**src/press_hold_gear_shifter_assert.svh**
```systemverilog
`ifndef PRESS_HOLD_GEAR_SHIFTER_ASSERT_SVH
`define PRESS_HOLD_GEAR_SHIFTER_ASSERT_SVH

// Same-cycle implication, checked at each rising clock edge out of reset.
`define PHGS_ASSERT_NOW(label, clk, rst_n, ante, cons) \
    label: assert property (@(posedge clk) disable iff (!rst_n) (ante) |-> (cons)) \
        else $error("press_hold_gear_shifter: assertion failed");

// Next-cycle implication, checked at each rising clock edge out of reset.
`define PHGS_ASSERT_NEXT(label, clk, rst_n, ante, cons) \
    label: assert property (@(posedge clk) disable iff (!rst_n) (ante) |=> (cons)) \
        else $error("press_hold_gear_shifter: assertion failed");

`endif

```
**src/phgs_pkg.sv**
```systemverilog
package phgs_pkg;

    // Default limits on the number of chainrings and sprockets.
    localparam int MAX_FRONT_DEF = 5;
    localparam int MAX_REAR_DEF  = 20;

    // Field widths.
    localparam int OP_W     = 3;
    localparam int FREQ_W   = 4;
    localparam int RREQ_W   = 6;
    localparam int FRONT_W  = 3;
    localparam int REAR_W   = 5;
    localparam int GEAR_W   = 7;
    localparam int HOLD_W   = 16;
    // Clamped counts: one bit wider than the front and rear position fields.
    localparam int FCNT_W   = 4;
    localparam int RCNT_W   = 6;

    // Stream data widths.
    localparam int S_TDATA_W = 16;
    localparam int M_TDATA_W = 16;

    // Configuration port.
    localparam int CFG_IDX_W  = 2;
    localparam int CFG_DATA_W = 16;

    // Reset values.
    localparam logic [FRONT_W-1:0] FRONT_COUNT_RST = 3'd3;
    localparam logic [REAR_W-1:0]  REAR_COUNT_RST  = 5'd10;
    localparam logic [HOLD_W-1:0]  HOLD_TICKS_RST  = 16'd200;
    localparam logic [FRONT_W-1:0] FRONT_POS_RST   = 3'd2;
    localparam logic [REAR_W-1:0]  REAR_POS_RST    = 5'd9;

    typedef enum logic [CFG_IDX_W-1:0] {
        CFG_FRONT_COUNT = 2'd0,
        CFG_REAR_COUNT  = 2'd1,
        CFG_HOLD_TICKS  = 2'd2
    } t_cfg_idx;

    typedef enum logic [OP_W-1:0] {
        OP_TICK         = 3'd0,
        OP_UP_PRESS     = 3'd1,
        OP_UP_RELEASE   = 3'd2,
        OP_DOWN_PRESS   = 3'd3,
        OP_DOWN_RELEASE = 3'd4,
        OP_SET_GEAR     = 3'd5
    } t_op;

    // Effective configuration seen by the shifter core.
    typedef struct packed {
        logic [FCNT_W-1:0] front_count;
        logic [RCNT_W-1:0] rear_count;
        logic [HOLD_W-1:0] hold_ticks;
    } t_cfg;

    // Button status reported by the shifter core.
    typedef struct packed {
        logic              up_held;
        logic              down_held;
        logic              hold_done;
        logic [HOLD_W-1:0] hold_counter;
    } t_status;

endpackage

```
**src/phgs_cfg.sv**
```systemverilog
module phgs_cfg
    import phgs_pkg::*;
#(
    parameter int MAX_FRONT = MAX_FRONT_DEF,
    parameter int MAX_REAR  = MAX_REAR_DEF
) (
    input  logic                  i_clk,
    input  logic                  i_rst_n,
    input  logic                  i_cfg_wr_en,
    input  logic [CFG_IDX_W-1:0]  i_cfg_index,
    input  logic [CFG_DATA_W-1:0] i_cfg_data,
    output t_cfg                  o_cfg
);

    logic [FRONT_W-1:0] r_front_count;
    logic [REAR_W-1:0]  r_rear_count;
    logic [HOLD_W-1:0]  r_hold_ticks;
    logic [FCNT_W-1:0]  front_wide;
    logic [RCNT_W-1:0]  rear_wide;

    // Register writes; an index beyond the list is ignored.
    always_ff @(posedge i_clk) begin
        if (!i_rst_n) begin
            r_front_count <= FRONT_COUNT_RST;
            r_rear_count  <= REAR_COUNT_RST;
            r_hold_ticks  <= HOLD_TICKS_RST;
        end else if (i_cfg_wr_en) begin
            case (t_cfg_idx'(i_cfg_index))
                CFG_FRONT_COUNT: r_front_count <= i_cfg_data[FRONT_W-1:0];
                CFG_REAR_COUNT:  r_rear_count  <= i_cfg_data[REAR_W-1:0];
                CFG_HOLD_TICKS:  r_hold_ticks  <= i_cfg_data[HOLD_W-1:0];
                default: ;
            endcase
        end
    end

    // Clamp the counts into 1 .. maximum.
    always_comb begin
        front_wide = {1'b0, r_front_count};
        rear_wide  = {1'b0, r_rear_count};
        o_cfg.hold_ticks = r_hold_ticks;
        if (front_wide == '0) begin
            o_cfg.front_count = FCNT_W'(1);
        end else if (front_wide > FCNT_W'(MAX_FRONT)) begin
            o_cfg.front_count = FCNT_W'(MAX_FRONT);
        end else begin
            o_cfg.front_count = front_wide;
        end
        if (rear_wide == '0) begin
            o_cfg.rear_count = RCNT_W'(1);
        end else if (rear_wide > RCNT_W'(MAX_REAR)) begin
            o_cfg.rear_count = RCNT_W'(MAX_REAR);
        end else begin
            o_cfg.rear_count = rear_wide;
        end
    end

endmodule

```
**src/phgs_core.sv**
```systemverilog
module phgs_core
    import phgs_pkg::*;
(
    input  logic              i_clk,
    input  logic              i_rst_n,
    input  logic              i_step,
    input  logic [OP_W-1:0]   i_op,
    input  logic [FREQ_W-1:0] i_front_request,
    input  logic [RREQ_W-1:0] i_rear_request,
    input  t_cfg              i_cfg,
    output logic [FRONT_W-1:0] o_front_index,
    output logic [REAR_W-1:0]  o_rear_index,
    output logic [GEAR_W-1:0]  o_gear_index,
    output logic               o_shift_done,
    output t_status            o_status
);

    logic               r_up_held,  n_up_held;
    logic               r_down_held, n_down_held;
    logic               r_hold_done, n_hold_done;
    logic [HOLD_W-1:0]  r_hold_counter, n_hold_counter;
    logic [FRONT_W-1:0] r_front_pos, n_front_pos;
    logic [REAR_W-1:0]  r_rear_pos, n_rear_pos;

    logic [HOLD_W-1:0]  count_inc;
    logic [FCNT_W-1:0]  front_plus;
    logic [RCNT_W-1:0]  rear_plus;
    logic [FRONT_W-1:0] front_inc, front_dec, front_load;
    logic [REAR_W-1:0]  rear_inc, rear_dec, rear_load;
    logic               shifted;
    logic [FRONT_W+RCNT_W-1:0] gear_prod;
    logic [FRONT_W+RCNT_W:0]   gear_sum;

    // Saturating moves and range-checked loads of both positions.
    always_comb begin
        count_inc  = r_hold_counter + HOLD_W'(1);
        front_plus = {1'b0, r_front_pos} + FCNT_W'(1);
        rear_plus  = {1'b0, r_rear_pos} + RCNT_W'(1);
        front_inc  = (front_plus >= i_cfg.front_count) ?
                     FRONT_W'(i_cfg.front_count - FCNT_W'(1)) : front_plus[FRONT_W-1:0];
        rear_inc   = (rear_plus >= i_cfg.rear_count) ?
                     REAR_W'(i_cfg.rear_count - RCNT_W'(1)) : rear_plus[REAR_W-1:0];
        front_dec  = (r_front_pos == '0) ? '0 : r_front_pos - FRONT_W'(1);
        rear_dec   = (r_rear_pos == '0) ? '0 : r_rear_pos - REAR_W'(1);
        // A negative request or one at or beyond the count loads zero.
        if (i_front_request[FREQ_W-1] ||
            ({1'b0, i_front_request[FREQ_W-2:0]} >= i_cfg.front_count)) begin
            front_load = '0;
        end else begin
            front_load = i_front_request[FRONT_W-1:0];
        end
        if (i_rear_request[RREQ_W-1] ||
            ({1'b0, i_rear_request[RREQ_W-2:0]} >= i_cfg.rear_count)) begin
            rear_load = '0;
        end else begin
            rear_load = i_rear_request[REAR_W-1:0];
        end
    end

    // Next state for one item.
    always_comb begin
        n_up_held      = r_up_held;
        n_down_held    = r_down_held;
        n_hold_done    = r_hold_done;
        n_hold_counter = r_hold_counter;
        n_front_pos    = r_front_pos;
        n_rear_pos     = r_rear_pos;
        shifted        = 1'b0;
        case (t_op'(i_op))
            OP_TICK: begin
                if ((r_up_held || r_down_held) && !r_hold_done) begin
                    n_hold_counter = count_inc;
                    if (count_inc >= i_cfg.hold_ticks) begin
                        // Long hold: front shift, up wins over down.
                        n_hold_counter = '0;
                        n_front_pos    = r_up_held ? front_dec : front_inc;
                        n_hold_done    = 1'b1;
                        shifted        = 1'b1;
                    end
                end
            end
            OP_UP_PRESS: begin
                if (!r_up_held) begin
                    n_up_held      = 1'b1;
                    n_hold_counter = '0;
                end
            end
            OP_UP_RELEASE: begin
                if (!r_hold_done) begin
                    n_rear_pos = rear_inc;
                    shifted    = 1'b1;
                end
                n_up_held   = 1'b0;
                n_hold_done = 1'b0;
            end
            OP_DOWN_PRESS: begin
                if (!r_down_held) begin
                    n_down_held    = 1'b1;
                    n_hold_counter = '0;
                end
            end
            OP_DOWN_RELEASE: begin
                if (!r_hold_done) begin
                    n_rear_pos = rear_dec;
                    shifted    = 1'b1;
                end
                n_down_held = 1'b0;
                n_hold_done = 1'b0;
            end
            OP_SET_GEAR: begin
                n_front_pos = front_load;
                n_rear_pos  = rear_load;
            end
            default: ;
        endcase
    end

    // State registers advance once per item.
    always_ff @(posedge i_clk) begin
        if (!i_rst_n) begin
            r_up_held      <= 1'b0;
            r_down_held    <= 1'b0;
            r_hold_done    <= 1'b0;
            r_hold_counter <= '0;
            r_front_pos    <= FRONT_POS_RST;
            r_rear_pos     <= REAR_POS_RST;
        end else if (i_step) begin
            r_up_held      <= n_up_held;
            r_down_held    <= n_down_held;
            r_hold_done    <= n_hold_done;
            r_hold_counter <= n_hold_counter;
            r_front_pos    <= n_front_pos;
            r_rear_pos     <= n_rear_pos;
        end
    end

    // Result fields from the new positions; status from the current registers.
    always_comb begin
        gear_prod     = (FRONT_W+RCNT_W)'(n_front_pos) *
                        (FRONT_W+RCNT_W)'(i_cfg.rear_count);
        gear_sum      = {1'b0, gear_prod} + (FRONT_W+RCNT_W+1)'(n_rear_pos);
        o_gear_index  = gear_sum[GEAR_W-1:0];
        o_front_index = n_front_pos;
        o_rear_index  = n_rear_pos;
        o_shift_done  = shifted;
        o_status.up_held      = r_up_held;
        o_status.down_held    = r_down_held;
        o_status.hold_done    = r_hold_done;
        o_status.hold_counter = r_hold_counter;
    end

endmodule

```
**src/press_hold_gear_shifter.sv**
```systemverilog
// Channel   Dir  Beat contents (low bits first)
// s_axis    in   tuser: operation; tdata: front_request, rear_request
// m_axis    out  tdata: front_index, rear_index, gear_index, shift_done
// cfg       in   i_cfg_wr_en, i_cfg_index, i_cfg_data (no read-back)
//
// An input beat is registered, passes the combinational shifter core and lands
// in the output register.
// One beat per cycle is sustained while the output side accepts; the output register
// and the input register both hold a beat while the output side stalls.
// Reset is synchronous and active low; counts return to 3 and 10, the hold
// length to 200, and the gear to front 2, rear 9 with no button held.
`include "press_hold_gear_shifter_assert.svh"

module press_hold_gear_shifter
    import phgs_pkg::*;
#(
    parameter int MAX_FRONT = MAX_FRONT_DEF,
    parameter int MAX_REAR  = MAX_REAR_DEF
) (
    input  logic                  i_clk,
    input  logic                  i_rst_n,
    input  logic                  s_axis_tvalid,
    output logic                  s_axis_tready,
    input  logic [S_TDATA_W-1:0]  s_axis_tdata,  // front_request, rear_request
    input  logic [OP_W-1:0]       s_axis_tuser,  // operation
    output logic                  m_axis_tvalid,
    input  logic                  m_axis_tready,
    output logic [M_TDATA_W-1:0]  m_axis_tdata,  // front, rear, gear, shift_done
    input  logic                  i_cfg_wr_en,
    input  logic [CFG_IDX_W-1:0]  i_cfg_index,
    input  logic [CFG_DATA_W-1:0] i_cfg_data
);

    t_cfg               cfg;
    t_status            status;
    logic               r_in_valid;
    logic [OP_W-1:0]    r_in_op;
    logic [FREQ_W-1:0]  r_in_freq;
    logic [RREQ_W-1:0]  r_in_rreq;
    logic               r_out_valid;
    logic [M_TDATA_W-1:0] r_out_data;
    logic               step;
    logic [FRONT_W-1:0] front_index;
    logic [REAR_W-1:0]  rear_index;
    logic [GEAR_W-1:0]  gear_index;
    logic               shift_done;

    // The input beat moves on when the output register is free or draining.
    assign step          = r_in_valid && (!r_out_valid || m_axis_tready);
    assign s_axis_tready = !r_in_valid || step;

    phgs_cfg #(
        .MAX_FRONT (MAX_FRONT),
        .MAX_REAR  (MAX_REAR)
    ) u_cfg (
        .i_clk       (i_clk),
        .i_rst_n     (i_rst_n),
        .i_cfg_wr_en (i_cfg_wr_en),
        .i_cfg_index (i_cfg_index),
        .i_cfg_data  (i_cfg_data),
        .o_cfg       (cfg)
    );

    // Input register.
    always_ff @(posedge i_clk) begin
        if (!i_rst_n) begin
            r_in_valid <= 1'b0;
        end else if (s_axis_tready) begin
            r_in_valid <= s_axis_tvalid;
        end
    end

    always_ff @(posedge i_clk) begin
        if (s_axis_tready && s_axis_tvalid) begin
            r_in_op   <= s_axis_tuser;
            r_in_freq <= s_axis_tdata[FREQ_W-1:0];
            r_in_rreq <= s_axis_tdata[FREQ_W+RREQ_W-1:FREQ_W];
        end
    end

    phgs_core u_core (
        .i_clk           (i_clk),
        .i_rst_n         (i_rst_n),
        .i_step          (step),
        .i_op            (r_in_op),
        .i_front_request (r_in_freq),
        .i_rear_request  (r_in_rreq),
        .i_cfg           (cfg),
        .o_front_index   (front_index),
        .o_rear_index    (rear_index),
        .o_gear_index    (gear_index),
        .o_shift_done    (shift_done),
        .o_status        (status)
    );

    // Output register.
    always_ff @(posedge i_clk) begin
        if (!i_rst_n) begin
            r_out_valid <= 1'b0;
        end else if (step) begin
            r_out_valid <= 1'b1;
        end else if (m_axis_tready) begin
            r_out_valid <= 1'b0;
        end
    end

    always_ff @(posedge i_clk) begin
        if (step) begin
            r_out_data <= {shift_done, gear_index, rear_index, front_index};
        end
    end

    assign m_axis_tvalid = r_out_valid;
    assign m_axis_tdata  = r_out_data;

    // A finished long hold always belongs to a button that is still down.
    `PHGS_ASSERT_NOW(a_hold_done_held, i_clk, i_rst_n,
        status.hold_done, status.up_held || status.down_held)
    // The hold counter rests at zero once the front shift has happened.
    `PHGS_ASSERT_NOW(a_hold_done_count, i_clk, i_rst_n,
        status.hold_done, status.hold_counter == '0)
    // Every item that leaves the input register shows up as an output beat.
    `PHGS_ASSERT_NEXT(a_step_output, i_clk, i_rst_n, step, m_axis_tvalid)

endmodule

```
**config.mk**
```make
export PLATFORM = sky130hd
export DESIGN_NAME = press_hold_gear_shifter
export DESIGN_NICKNAME = d
export VERILOG_FILES = /design/src/phgs_pkg.sv /design/src/phgs_cfg.sv /design/src/phgs_core.sv /design/src/press_hold_gear_shifter.sv
export VERILOG_INCLUDE_DIRS = /design/src /design/src/src
export SDC_FILE = /design/constraint.sdc
export NUM_CORES = 1
export LEC_CHECK = 0
export ABC_AREA = 1
export BUFFER_PORTS_ARGS = -buffer_cell sky130_fd_sc_hd__clkbuf_2
export CAP_MARGIN = 20
export CORE_MARGIN = 3
export CORE_UTILIZATION = 60
export DETAILED_ROUTE_END_ITERATION = 12
export GPL_TIMING_DRIVEN = 0
export PLACE_DENSITY = 0.81
export SLEW_MARGIN = 40
export SYNTH_ARGS = -nofsm -noshare
export SYNTH_HDL_FRONTEND = slang
export SYNTH_SLANG_ARGS = --single-unit
```
**constraint.sdc**
```tcl
create_clock -name i_clk -period 5.8 [get_ports i_clk]
set_clock_uncertainty 0.1 [all_clocks]
set_input_delay 0.29 -clock i_clk [delete_from_list [all_inputs] [get_ports i_clk]]
set_output_delay 0.29 -clock i_clk [all_outputs]
set_load 0.05 [all_outputs]
```
==> flow_summary.toml <==
[cells_and_area]
nNetsFinal = 868
drive_gt1_share_pct = 15.0
area.growth.synth_to_final_pct = 12.7
instances_no_fill = 881
antennaDiodeCount = 0
utilization_pct = 69.7
final_area_um2 = 6110
nFillCells = 733

[placed_design]
dpl.hpwl_um = 9770
post-place-ws_ns = 0.189
gp_congestion = 0.959
io_buffers = 52
place_inst = 861
placed_area_um2 = 5810

[pwr]
p_int_mw = 0.943
power_frac_seq_pct = 46.0
swShare_pct = 33.7
switching_power_mw = 0.478
fin_total_pwr_mw = 1.42
p_clk_share_pct = 27.6
p_leak_nw = 3.00
combPwrFrac_pct = 26.3
power_density_nw_per_um2 = 233
ir_drop_v = 0.000128

[detailed_routing]
drt-initial-drc-count = 278
wl_met1_um = 5280
wl_per_cell_um = 14.2
dr_wl_met2_um = 6380
routed.top_layer = "met4"
wl_um = 12500
vias = 4798
antenna_left = 0
routed_via_density = 5.45
dr_wl_met3_um = 691
drc = 0
drt_pass1_iterations = 5

[timing]
fmax_ghz = 0.185
rsz0062_at_grt = "no"
maxSlewHeadroom_pct = 56.8
tightest_slew_ns = 0.648
setup_ws_ns = 0.406
slew_viol_final = 0
fin_tns_setup_ns = 0
fin_crit_ns = 5.39
hold_viol = 0
holdWs_ns = 0.0146
period_share_pct = 93.0
setup_viol = 0

[yosys]
ys_types = 37
synth-seq-area-share_pct = 35.7
synth_nets = 801
ys_top_cells_by_count = "142 x nand2_1, 124 x inv_1, 63 x a21oi_1"
yosysMostFrequentCell = "nand2_1"
ys_warn_count = 0
synth-seq-cells = 82
yosysTopAreaCell = "dfxtp_1"
synth_edf_count = 29
synthesis.area_um2 = 5420
syn_avg_cell_area_um2 = 7.73
synth.top_cell.area_share_pct = 19.6
syn_inst = 701
synth.top_cells.by_area = "dfxtp_1 20%, edfxtp_1 16%, ha_1 12%, nand2_1 9.8%, inv_1 8.6%"
synth_ff_type = "dfxtp_1"
synthArstFlopShare_pct = 0

[clock_tree]
clock-root-buffer = "clkbuf_8"
cts_buffer_depth = 2
cts_tree = "yes"
clk_latency_ns = 0.35
htreeDepth = 3
path_clk_slew_ns = 0.09
cts_sinks = 82
cts_buffers = 9

[global_routing]
antenna_found_initial = 0
grt_pass1_vias = 4733
grtUsageTotal_pct = 26.2
grt_max_degree = 26
overflow = 0
grt_pass1_wl_um = 21300

[hold_path]
hold_class = "in2reg"

[die]
fp.dieH_um = 101
die_x_um = 101
core_area_um2 = 8760
rows = 34
die_area_um2 = 10200
pin_count = 60
start_util_pct = 61.8

[critical_path]
cpPeakStageDelay_ns = 0.55
cp-end-kind = "register"
reg2reg_slack_ns = 0.41
crit_arrival_ns = 5.42
cp_common_cell = "nand2_1"
r2r-start = "u_core.r_hold_counter[3]"
cp.buffers_inverters = 5
timing.critical_path.to = "m_axis_tdata[14]"
cp_max_fo = 4
worstSetupPathType = "reg2reg"
rr_worst_depth = 30
r2r_end = "m_axis_tdata[14]"
critical_path.top_delay_family = "simple AND/OR/NAND/NOR gates"
critPathRequiredTime_ns = 5.83
crit_cells = 30
cpMaxStageDelayCell = "fa_1"
startpoint = "u_core.r_hold_counter[3]"
start_kind = "register"

[run]
cap_viol_max_count = 0

[run_status]
outcome = "finished, final reports clean"
[kinds of logic after synthesis]
kind of cell | synth area share [%]
fa+ha+maj | 14.4
buf+inv | 10.5
compound gates | 12.6
xor+xnor | 4.53
simple gates | 22.4
flops | 35.7
[what timing repair did]
action,in CTS,in global routing
hold buffers,2,0
hold endpoints to repair,2,0
setup buffers,0,2
gates resized for setup,0,19
setup endpoints to repair,0,2
[flip-flops by register name, summed over array words and instances (netlist names)]
name                   count
m_axis_tdata              16
m_axis_tvalid              1
r_in_freq                  4
r_in_op                    3
r_in_rreq                  6
r_in_valid                 1
u_cfg.r_front_count        3
u_cfg.r_hold_ticks        16
u_cfg.r_rear_count         5
u_core.r_down_held         1
u_core.r_front_pos         3
u_core.r_hold_counter     16
u_core.r_hold_done         1
u_core.r_rear_pos          5
u_core.r_up_held           1
[per-layer routing]
metal	global-route usage, %	vias to the layer above
met4	8.90	0
met1	32.2	2198
met5	0	-
li1	-	2425
met2	46.4	155
met3	4.22	20
[how the worst min path moves through the flow]
| stage | start | end | slack (ns) | cells past startpoint |
|---|---|---|---|---|
| floorplan | s_axis_tdata[0] | r_in_freq[0] | 0.29 | 0 |
| global placement | u_cfg.r_front_count[0] | u_cfg.r_front_count[0] | 0.34 | 2 |
| detailed placement | u_cfg.r_front_count[0] | u_cfg.r_front_count[0] | 0.35 | 2 |
| CTS | s_axis_tdata[6] | r_in_rreq[2] | 0.003 | 1 |
| global route | s_axis_tdata[9] | r_in_rreq[5] | 0.0002 | 1 |
| finish | s_axis_tdata[6] | r_in_rreq[2] | 0.01 | 1 |
[worst register-to-register path, delay by kind of cell, from the launching register on]
family                     cells  cell delay [ns]
adders and majority gates      4             1.71
xor gates and xnor gates       2             0.34
DFF                            1             0.37
AOI/OAI and AO/OA              3             0.39
and+or+nand+nor               16             1.88
buffers and inverters          5             0.36
[power by group through the flow]
stage | registers, mW | clock network [mW] | logic (mW)
2_1_floorplan | 0.703 | 0 | 0.238
3_3_place_gp | 0.666 | 0 | 0.351
3_5_place_dp | 0.667 | 0 | 0.368
4_1_cts | 0.654 | 0.398 | 0.371
5_1_grt | 0.658 | 0.424 | 0.426
6_report | 0.654 | 0.393 | 0.374
[cell type report]
class | instances | area, µm² | share of cell area, %
Multi-Input combinational cell | 477 | 2990 | 49.0
Clock buffer | 12 | 156 | 2.56
Tap cell | 108 | 135 | 2.21
Sequential cell | 82 | 1930 | 31.7
Inverter | 130 | 488 | 7.99
Clock inverter | 4 | 25.0 | 0.410
Timing Repair Buffer | 56 | 295 | 4.84
Buffer | 12 | 78.8 | 1.29
[cells in the final DEF, fill, tap and decap left out, drive strengths merged, types with 18 or more instances in the layout]
cell type  netlist  routed
nand3           42      42
a21oi           64      64
nor2            46      46
xor2            25      25
nand2          145     145
inv            129     130
edfxtp          29      29
o21ai           38      38
nand4           18      18
dfxtp           53      53
clkbuf           8      72
ha              51      51
Power figures use the tool's default switching activity.
